## src/rtl/fpidw_pkg.sv

```systemverilog
package fpidw_pkg;

  localparam int PIX_W    = 6;
  localparam int PIX_N    = 1 << PIX_W;
  localparam int COORD_W  = 16;
  localparam int Q_W      = 32;
  localparam int PAIR_W   = 2 * Q_W;
  localparam int WGT_W    = 3 * Q_W;
  localparam int CH_W     = 8;
  localparam int CH_N     = 3;
  localparam int PT_N     = 4;
  localparam int COLOR_W  = CH_N * CH_W;
  localparam int POINT_W  = 2 * COORD_W;
  localparam int CFG_W    = POINT_W;
  localparam int CFG_IDX_W = 3;
  localparam int WSUM_W   = WGT_W + 2;
  localparam int ACC_W    = WSUM_W + CH_W;
  localparam int DIV_W    = ACC_W + 2;

  typedef enum logic [CFG_IDX_W-1:0] {
    REG_COLOR_A = 3'd0,
    REG_COLOR_B = 3'd1,
    REG_COLOR_C = 3'd2,
    REG_COLOR_D = 3'd3,
    REG_POINT_A = 3'd4,
    REG_POINT_B = 3'd5,
    REG_POINT_C = 3'd6,
    REG_POINT_D = 3'd7
  } cfg_idx_t;

  typedef struct packed {
    logic [PIX_W-1:0] pixel_x;
    logic [PIX_W-1:0] pixel_y;
  } pix_t;

  typedef struct packed {
    logic [CH_W-1:0] red;
    logic [CH_W-1:0] green;
    logic [CH_W-1:0] blue;
  } rgb_t;

  typedef struct packed {
    logic [PT_N-1:0][COLOR_W-1:0] color;
    logic [PT_N-1:0][POINT_W-1:0] point;
  } cfg_t;

endpackage

```

## src/rtl/fpidw_cfg.sv

```systemverilog
module fpidw_cfg (
  input  logic                                clk,
  input  logic                                rst_n,
  input  logic                                cfg_we,
  input  logic [fpidw_pkg::CFG_IDX_W-1:0]     cfg_addr,
  input  logic [fpidw_pkg::CFG_W-1:0]         cfg_wdata,
  output fpidw_pkg::cfg_t                     cfg
);

  fpidw_pkg::cfg_t cfg_r;
  fpidw_pkg::cfg_t cfg_nxt;

  // Decode the register index and update the addressed field
  always_comb begin
    cfg_nxt = cfg_r;
    if (cfg_we) begin
      case (fpidw_pkg::cfg_idx_t'(cfg_addr))
        fpidw_pkg::REG_COLOR_A: cfg_nxt.color[0] = cfg_wdata[fpidw_pkg::COLOR_W-1:0];
        fpidw_pkg::REG_COLOR_B: cfg_nxt.color[1] = cfg_wdata[fpidw_pkg::COLOR_W-1:0];
        fpidw_pkg::REG_COLOR_C: cfg_nxt.color[2] = cfg_wdata[fpidw_pkg::COLOR_W-1:0];
        fpidw_pkg::REG_COLOR_D: cfg_nxt.color[3] = cfg_wdata[fpidw_pkg::COLOR_W-1:0];
        fpidw_pkg::REG_POINT_A: cfg_nxt.point[0] = cfg_wdata;
        fpidw_pkg::REG_POINT_B: cfg_nxt.point[1] = cfg_wdata;
        fpidw_pkg::REG_POINT_C: cfg_nxt.point[2] = cfg_wdata;
        fpidw_pkg::REG_POINT_D: cfg_nxt.point[3] = cfg_wdata;
        default: cfg_nxt = cfg_r;
      endcase
    end
  end

  always_ff @(posedge clk) begin
    if (!rst_n) begin
      cfg_r <= '0;
    end else begin
      cfg_r <= cfg_nxt;
    end
  end

  assign cfg = cfg_r;

endmodule

```

## config.mk

```make
export PLATFORM = sky130hd
export DESIGN_NAME = fpidw_cfg
export DESIGN_NICKNAME = d
export VERILOG_FILES = /design/src/rtl/fpidw_pkg.sv /design/src/rtl/fpidw_cfg.sv
export SDC_FILE = /design/constraint.sdc
export NUM_CORES = 1
export LEC_CHECK = 0
export ABC_AREA = 1
export ABC_CLOCK_PERIOD_IN_PS = 1610
export BUFFER_PORTS_ARGS = -buffer_cell sky130_fd_sc_hd__buf_2
export CAP_MARGIN = 25
export CORE_MARGIN = 1.5
export CORE_UTILIZATION = 29
export CTS_BUF_LIST = sky130_fd_sc_hd__clkbuf_16
export CTS_CLUSTER_DIAMETER = 40
export DETAILED_ROUTE_END_ITERATION = 8
export HOLD_SLACK_MARGIN = 0.15
export PLACE_DENSITY_LB_ADDON = 0.08
export SETUP_SLACK_MARGIN = 0.02
export SYNTH_ARGS = -nofsm -noshare
export SYNTH_HDL_FRONTEND = slang
export SYNTH_SLANG_ARGS = --single-unit
```

## constraint.sdc

```tcl
create_clock -name clk -period 1.61 [get_ports clk]
set_clock_uncertainty 0.1 [all_clocks]
set_input_delay 0.322 -clock clk [delete_from_list [all_inputs] [get_ports clk]]
set_output_delay 0.322 -clock clk [all_outputs]
set_load 0.02 [all_outputs]
```

### Word level (Yosys, flattened, before mapping)

Cells that the tools add are included.

* divide/modulo/power cells: 0
* reductions and logical operators: 9
* bitwise operators: 0
* magnitude comparators: 0
* multipliers: 0
* shifts and indexed selects: 0
* equality and inequality tests: 7
* multiplexer cells: 0
* $add $sub $neg: 0

Operator list (number)
* $reduce_and 2->1: 8
* $eq 3x3->1 const B: 4
* $eq 3x2->1 const B: 2
* $eq 3x1->1 const B: 1
* $logic_not 3->1: 1

* flip-flop bits (word level): 224
* bits in writable memories: 0
* memories kept: 0
* output and inout bits: 224
* bits in read-only memories: 0
* word-level logic and storage cells: 24
* input port bits: 38
* bits in latches: 0

### Longest topological paths before layout

Gate-level depths: netlist of run 1.

* depth in word-level cells: 2
* depth in mapped cells: 7
* mapped depth without buffers: 5

### Least setup slack after synthesis of run 1

No wires, ideal clock.

* path type: input -> register
* from: input port cfg_addr[0] (netlist bit)
* to: register cfg_r, in the netlist cfg[21]
* arrival time: 1.081 ns
* setup slack: 0.316 ns
* stages on the path: 6
* setup time: 0.113 ns
* required time: 1.397 ns
* buffers on the path: 2
* cells stage by stage: nor2_1 -> buf_2 -> buf_1 -> nand3_1 -> nand2_1 -> nor2_1

* word-level cells in the longest chain between the ends: 2

Ends and longest elaborated chain
* start, declared: line fpidw_cfg.sv:5 `input logic [fpidw_pkg::CFG_IDX_W-1:0] cfg_addr,`
* $eq 3x3->1: line fpidw_cfg.sv:17 `case (fpidw_pkg::cfg_idx_t'(cfg_addr))`
* $reduce_and 2->1 (no source line)
* end signal, assigned: line fpidw_cfg.sv:35 `cfg_r <= cfg_nxt;`
* end, declared: line fpidw_cfg.sv:10 `fpidw_pkg::cfg_t cfg_r;`

Every way passes these cells.
A chain may end at the register's enable or synchronous reset.

### Final worst setup path of run 1

* from: register cfg_r, in the netlist cfg[64]
* to: output port cfg[64] (netlist bit)

RTL lines
* end, declared: line fpidw_cfg.sv:7 `output fpidw_pkg::cfg_t cfg`

No word-level cell between the ends.

==> results of run 1 <==
==> what timing repair did <==
item	CTS	global route
hold endpoints to repair	56	0
endpoints found under the setup margin	0	0
hold buffers	9	0
==> power groups by stage <==
stage / Combinational [mW] / Clock, mW / Sequential, mW
after global placement: 1.56 / 0 / 5.96
after detailed placement: 1.56 / 0 / 5.97
after floorplan: 0.727 / 0 / 6.19
after CTS: 1.58 / 9.32 / 5.86
final: 1.55 / 9.14 / 5.86
after global routing: 1.73 / 9.60 / 5.87
==> logic make-up (layout without fill, tap and decap cells) <==
group                  count (synthesis)  count (layout)
AND/OR/NAND/NOR                      914             914
flip-flops                           224             224
buffers and inverters                126             417
==> final timing paths <==
kind | endpoint | slack, ps | cells past startpoint
worst max-delay path | cfg[64] | 120 | 1
worst min-delay path | cfg[113] | 200 | 5
worst max register to register | cfg[197] | 910 | 2
worst min register to register | cfg[61] | 370 | 2
==> cell type report <==
type | instances | area [µm²]
sequential | 224 | 4480
tap | 390 | 488
inverter | 38 | 144
clock buffer | 45 | 1130
clock inverter | 34 | 350
multi-input combinational | 914 | 3760
fill | 3243 | 17500
timing repair buffer | 300 | 1900
==> layer usage <==
metal | vias up | global-route usage (%)
li1 | 4438 | -
met1 | 3929 | 25.8
met2 | 213 | 31.9
met3 | 44 | 5.76
met4 | 2 | 4.83
met5 | - | 0
==> synthesized netlist by cell type <==
cell type	instances	area [µm²]
buf_1	11	41.3
buf_2	49	245
buf_4	17	128
buf_6	2	22.5
clkbuf_1	9	33.8
dfxtp_1	224	4480
inv_1	36	135
inv_2	2	7.51
nand2_1	260	976
nand2_2	2	12.5
nand3_1	192	961
nor2_1	451	1690
nor2_2	3	18.8
nor2_4	6	67.6
==> through the flow <==
| stage | instance area [µm²] | hold WS (ps) |
|---|---|---|
| CTS | 12300 | 196 |
| detailed placement | 10700 | 366 |
| finish | 12300 | 198 |
| floorplan | 8830 | 458 |
| global placement | 10700 | 358 |
| global route | 12300 | 215 |
==> impl_metrics.yaml, run 1 <==
route:
  drt-initial-drc-count: 559
  met1_length_um: 14400
  dr.max_layer_used: "met5"
  drt-total-wl_um: 31500
  num_vias: 8626
  drc: 0
  wl_met3_um: 2270
  viasPerCell: 4.43
  wl_met2_um: 14200
  ant_nets: 0
  firstDrtPassIters: 4
  wl_per_cell_um: 16.2
place:
  place_ws_ps: 93.2
  dp_hpwl_um: 20400
  dpl.cell_count: 1857
  port_buffers: 261
  place_congestion: 0.756
logic_synthesis:
  ys_types: 14
  ys_seq_area_share_pct: 50.8
  synthesis.nets: 1302
  synth_warnings: 0
  synthXorXnorAreaFrac_pct: 0
  synth_seq_cells: 224
  synth_top_family_by_area: "simple AND/OR/NAND/NOR gates"
  synth_mux_area_share_pct: 0
  synthSimpleGateAreaFrac_pct: 42.2
  synth-compound-area-share_pct: 0
  syn_inst: 1264
  avgSynthCellArea_um2: 6.98
  syn-cell-area_um2: 8830
  yosys.area_share.adder_pct: 0
layout:
  final_common_cell: "nor2_1"
  largest_register_ffs: 224
  fin_util_pct: 41.1
  final_cells: 1945
  layout-drive-gt1-share_pct: 24.1
  fin_nets: 1559
  final_cell_mix: "nor2_1 (448), nand2_1 (260), buf_2 (260)"
  syn2layout_area_growth_pct: 38.9
  diodes: 0
global_routing:
  grt_usage_pct: 19.7
  antenna_found_initial: 1
  grt_pass1_vias: 8183
  grt.overflow.total: 0
  grt_pass1_wl_um: 48000
  grt_max_degree: 53
power_and_ir_drop:
  fin_total_pwr_mw: 16.5
  p_switching_mw: 4.14
  p_int_mw: 12.4
  powerDensity_nw_per_um2: 1350
  swShare_pct: 25.0
  power_frac_comb_pct: 9.4
  peakVddDrop_uv: 578
  clkPwrFrac_pct: 55.2
  power_frac_seq_pct: 35.4
  p_leak_nw: 5.94
critical_path:
  r2r-start: "cfg[197]"
  max_stage_delay_ps: 370
  arrival_ps: 1070
  worstPathRequired_ps: 1190
  worstPathCellList: "buf_2"
  cp_slowest_cell: "dfxtp_1"
  cp-start-kind: "flop"
  crit_fanout: 2
  endpoint_kind: "output port"
  path_delay_family: "flip-flops"
  startpoint: "cfg[64]"
  path_buf_inv: 1
  critPathKind: "reg2out"
floorplan:
  initial_core_util_pct: 29.6
  core_um2: 29800
  die_h_um: 177
  io_pins: 262
  die_area_um2: 31500
  die_x_um: 177
  rows: 63
clock_network:
  clkLatencyLatePin_ps: 510
  cts_resized: 0
  cts_buffers: 43
  tritoncts: "yes"
  clock_sinks: 224
  h-tree-depth: 2
  path_clk_slew_ps: 50
  post_cts.repair.setup_buffers: 0
  cts_buffer_depth: 3
  cts-root-buf: "clkbuf_16"
sta:
  setup_slack_ps: 120
  maxSlewViolCount: 0
  period_share_pct: 92.5
  timing.fmax_mhz: 671
  rsz0062_at_grt: "false"
  setup_viol: 0
  slew_headroom_pct: 65.5
  finalHoldViolations: 0
  finalCriticalPeriod_ps: 1490
  tightest_slew_ps: 518
  tns_ps: 0
run_status:
  status: "finished, final reports clean"
hold_path:
  hp-class: "in2reg"
  hp-start: "cfg_wdata[17]"
job:
  maxCapViolCount: 0
No activity file was read; power rests on OpenSTA's default activity.
==> run 2, diff against run 1 <==
--- a/config.mk
+++ b/config.mk
@@ -6,7 +6,7 @@
 export NUM_CORES = 1
 export LEC_CHECK = 0
 export ABC_AREA = 1
-export ABC_CLOCK_PERIOD_IN_PS = 1610
+export ABC_CLOCK_PERIOD_IN_PS = 1800
 export BUFFER_PORTS_ARGS = -buffer_cell sky130_fd_sc_hd__buf_2
 export CAP_MARGIN = 25
 export CORE_MARGIN = 1.5
==> constraint.sdc (replaced) <==
create_clock -name clk -period 1.8 [get_ports clk]
set_clock_uncertainty 0.1 [all_clocks]
set_input_delay 0.36 -clock clk [delete_from_list [all_inputs] [get_ports clk]]
set_output_delay 0.36 -clock clk [all_outputs]
set_load 0.02 [all_outputs]
==> run 2 against run 1 <==
Net effect:
- global-route usage is 0.088 points higher
- via count increased by 1.2%
- die area unchanged
- combinational power decreased by 10%
- sequential cell count unchanged
- first-iteration DRC count shrank 0.89%
- worst setup slack better by 140 ps
- final cell count is 0.41% higher
- critical endpoint is now cfg[76]
- largest power group unchanged
==> impl_metrics.yaml, run 2 (synthesis results as in run 1) <==
run_status:
  status: "finished, final reports clean"
clock_network:
  cts_buffers: 46
  cts_buffer_depth: 3
  post_cts.repair.setup_buffers: 0
  cts-root-buf: "clkbuf_16"
  h-tree-depth: 2
  path_clk_slew_ps: 50
  clkLatencyLatePin_ps: 520
  tritoncts: "yes"
  clock_sinks: 224
critical_path:
  path_buf_inv: 1
  max_stage_delay_ps: 380
  path_depth: 1
  cp_slowest_cell: "dfxtp_1"
  arrival_ps: 1080
  reg2reg_depth: 2
  cp-start-kind: "flop"
  crit_fanout: 2
  critPathKind: "reg2out"
  endpoint_kind: "output port"
  worstPathCellList: "buf_2"
  worstPathRequired_ps: 1340
  path_delay_family: "flip-flops"
floorplan:
  core_um2: 29800
  die_h_um: 177
  die_x_um: 177
  die_area_um2: 31500
  io_pins: 262
  rows: 63
  initial_core_util_pct: 29.6
sta:
  slew_headroom_pct: 67.1
  finalHoldViolations: 0
  holdWs_ps: 190
  setup_slack_ps: 256
  finalCriticalPeriod_ps: 1540
  timing.fmax_mhz: 648
  tns_ps: 0
  setup_viol: 0
  tightest_slew_ps: 493
  rsz0062_at_grt: "false"
  period_share_pct: 85.8
  maxSlewViolCount: 0
route:
  drt-initial-drc-count: 554
  wl_per_cell_um: 16.2
  drc: 0
  firstDrtPassIters: 4
  viasPerCell: 4.47
  num_vias: 8728
  drt-total-wl_um: 31700
  ant_nets: 0
layout:
  fillers: 3171
  fin_nets: 1564
  largest_register_ffs: 224
  fin_util_pct: 41.7
  final_common_cell: "nor2_1"
  syn2layout_area_growth_pct: 40.8
  diodes: 0
  layout-drive-gt1-share_pct: 24.8
  final_cell_mix: "nor2_1 (448), nand2_1 (260), buf_2 (260)"
place:
  place_congestion: 0.736
  port_buffers: 261
  place_ws_ps: 208
  dp_hpwl_um: 20800
global_routing:
  grt_max_degree: 48
  grt_pass1_vias: 8043
  grt_pass1_wl_um: 48000
  grt.overflow.total: 0
  antenna_found_initial: 0
  grt_usage_pct: 19.8
power_and_ir_drop:
  powerDensity_nw_per_um2: 1260
  peakVddDrop_uv: 792
  p_leak_nw: 6.04
hold_path:
  whs_path_depth: 5
  hp-class: "in2reg"
job:
  maxCapViolCount: 0
-- run 2: cell types whose count changed in the layout (fill, tap and decap cells not counted), sizes merged --
cell and delta:
buf +2, clkinvlp -2, clkinv +2, clkbuf +4, bufinv +2
-- run 2: path summary, 6_finish.rpt --
kind / start / slack (ps) / to
worst max register to register: cfg[29] / 1100 / cfg[29]
worst max-delay path: cfg[76] / 260 / cfg[76]
worst min-delay path: cfg_addr[2] / 190 / cfg[130]
worst min register to register: cfg[52] / 370 / cfg[52]
-- run 2: per-layer routing --
layer  GRT usage (%)  up-vias  share of wire (%)
met2            30.8      266                 45
met1            27.0     3962                 46
met4            5.32        0                1.8
met3            5.25       49                7.7
met5               0        -                  0
li1                -     4451                  -
-- run 2: area by class of cell --
class	instances	area, µm²	share of cell area [%]
well taps	390	488	3.93
flip-flops and latches	224	4480	36.1
repair buffers	302	1890	15.2
multi-input cells	914	3760	30.3
clock inverters	36	429	3.45
clock buffers	49	1230	9.87
inverters	38	144	1.16
-- run 2: through the flow --
stage	cells	total power, mW	instance area, µm²
CTS	1953	15.9	12400
global placement	1859	6.73	10700
floorplan	1264	6.19	8830
global route	1953	16.3	12400
finish	1953	15.7	12400
detailed placement	1859	6.73	10700
-- run 2: what timing repair did --
action | 4_1_cts | 5_1_grt
hold buffers | 9 | 0
resized for setup | 0 | 0
endpoints found under the setup margin | 0 | 0
endpoints found under the hold margin | 52 | 0
-- run 2: report_power, final --
group	switching [mW]	total [mW]	internal, mW
Combinational	0.946	1.39	0.448
Sequential	0.0937	5.24	5.15
Clock	2.82	9.02	6.20
Total	3.86	15.7	11.8
==> run 3, diff against run 2 <==
--- a/config.mk
+++ b/config.mk
@@ -8,15 +8,15 @@
 export ABC_AREA = 1
 export ABC_CLOCK_PERIOD_IN_PS = 1800
 export BUFFER_PORTS_ARGS = -buffer_cell sky130_fd_sc_hd__buf_2
-export CAP_MARGIN = 25
 export CORE_MARGIN = 1.5
 export CORE_UTILIZATION = 29
 export CTS_BUF_LIST = sky130_fd_sc_hd__clkbuf_16
 export CTS_CLUSTER_DIAMETER = 40
 export DETAILED_ROUTE_END_ITERATION = 8
 export HOLD_SLACK_MARGIN = 0.15
-export PLACE_DENSITY_LB_ADDON = 0.08
+export PLACE_DENSITY = 0.52
 export SETUP_SLACK_MARGIN = 0.02
+export SLEW_MARGIN = 20
 export SYNTH_ARGS = -nofsm -noshare
 export SYNTH_HDL_FRONTEND = slang
 export SYNTH_SLANG_ARGS = --single-unit
==> run 3 against run 2 <==
Net effect:
- count of clock-buffer cells in the layout is 10 lower
- final cell count decreased by 1.3%
- via count down 0.49%
- critical path depth stayed put
- total power down 11%
- global-route usage decreased by 1.3 points
- largest cell class unchanged
- register-to-register slack about the same
- clock power shrank 19%
- sequential share of layout area increased by 1.3 points
==> impl_metrics.yaml, run 3 (synthesis results as in run 1) <==
critical_path:
  r2r-start: "cfg[96]"
  endpoint_kind: "output port"
  cp-start-kind: "flop"
  critPathKind: "reg2out"
  r2r_end: "cfg[96]"
  worstPathRequired_ps: 1340
  path_delay_family: "flip-flops"
  crit_fanout: 2
  path_buf_inv: 1
  reg2reg_depth: 2
  max_stage_delay_ps: 400
  arrival_ps: 1100
  reg2reg_slack_ps: 1090
  worstPathCellList: "buf_2"
  cp_slowest_cell: "dfxtp_1"
floorplan:
  io_pins: 262
  die_h_um: 177
  initial_core_util_pct: 29.6
  die_x_um: 177
  die_area_um2: 31500
  rows: 63
  core_um2: 29800
route:
  viasPerCell: 4.51
  wl_met2_um: 13500
  wl_met3_um: 2710
  dr.max_layer_used: "met5"
  ant_nets: 0
  num_vias: 8685
  firstDrtPassIters: 5
  met1_length_um: 13500
  drc: 0
  drt-total-wl_um: 30000
  wl_per_cell_um: 15.6
  drt-initial-drc-count: 597
sta:
  setup_viol: 0
  finalHoldViolations: 0
  slew_headroom_pct: 66.0
  holdWs_ps: 169
  finalCriticalPeriod_ps: 1560
  timing.fmax_mhz: 642
  maxSlewViolCount: 0
  rsz0062_at_grt: "false"
  setup_slack_ps: 243
  period_share_pct: 86.5
  tns_ps: 0
  tightest_slew_ps: 509
hold_path:
  hp-start: "cfg_wdata[25]"
  hp-class: "in2reg"
  whs_path_depth: 5
  hold-path-endpoint: "cfg[121]"
clock_network:
  clock_sinks: 224
  cts_buffers: 38
  cts_buffer_depth: 3
  tritoncts: "yes"
  path_clk_slew_ps: 50
  cts-root-buf: "clkbuf_16"
  ctsHoldBuffers: 6
  post_cts.repair.setup_buffers: 0
  h-tree-depth: 2
  cts_resized: 0
  clkLatencyLatePin_ps: 490
global_routing:
  grt_max_degree: 72
  antenna_found_initial: 2
  grt_usage_pct: 18.5
  grt.overflow.total: 0
  grt_pass1_vias: 7990
  grt_pass1_wl_um: 45400
run_status:
  status: "finished, final reports clean"
layout:
  diodes: 0
  fillers: 3145
  layout-drive-gt1-share_pct: 23.4
  final_area_um2: 12000
  final_common_cell: "nor2_1"
  syn2layout_area_growth_pct: 35.7
  fin_nets: 1547
  final_cell_mix: "nor2_1 (448), nand2_1 (260), buf_2 (260)"
  largest_register_ffs: 224
  fin_util_pct: 40.2
  final_cells: 1927
place:
  dp_hpwl_um: 20000
  place_ws_ps: 164
  dpl-instance-area_um2: 10600
  place_congestion: 0.794
  port_buffers: 261
  dpl.cell_count: 1853
power_and_ir_drop:
  powerDensity_nw_per_um2: 1160
  peakVddDrop_uv: 598
  fin_total_pwr_mw: 13.9
  p_leak_nw: 5.82
job:
  maxCapViolCount: 0
## run 3: changes by cell type in the layout (fill, tap and decap cells not counted), sizes merged
cell         previous run  this run
inv                    42        45
dlygate4sd3             9         6
bufinv                  9         7
clkbuf                 49        39
clkinvlp                4         1
clkinv                 19        14
buf                   293       287
## run 3: worst max path at each step
stage | to | start | depth (start not counted) | slack (ps)
detailed placement | cfg[115] | cfg_addr[1] | 7 | 160
global route | cfg[96] | cfg[96] | 1 | 210
global placement | cfg[126] | cfg_addr[1] | 7 | 160
floorplan | cfg[21] | cfg_addr[0] | 6 | 470
CTS | cfg[96] | cfg[96] | 1 | 220
finish | cfg[96] | cfg[96] | 1 | 240
## run 3: report_power, final
part           total, mW  switching [mW]  internal, mW
sequential          5.24          0.0921          5.14
combinational       1.36           0.932         0.428
clock               7.35            2.42          4.92
total               13.9            3.44          10.5
## run 3: final cells by class
type,instances,area [µm²],area share (%)
inverter,38,144,1.20
multi-input combinational,914,3760,31.4
clock buffer,39,976,8.15
tap,390,488,4.07
timing repair buffer,293,1810,15.1
clock inverter,29,327,2.73
sequential,224,4480,37.4
## run 3: layer usage
metal	GRT usage [%]	vias up
li1	-	4407
met1	24.5	3942
met2	29.5	300
met3	5.83	32
met4	3.85	4
met5	0	-
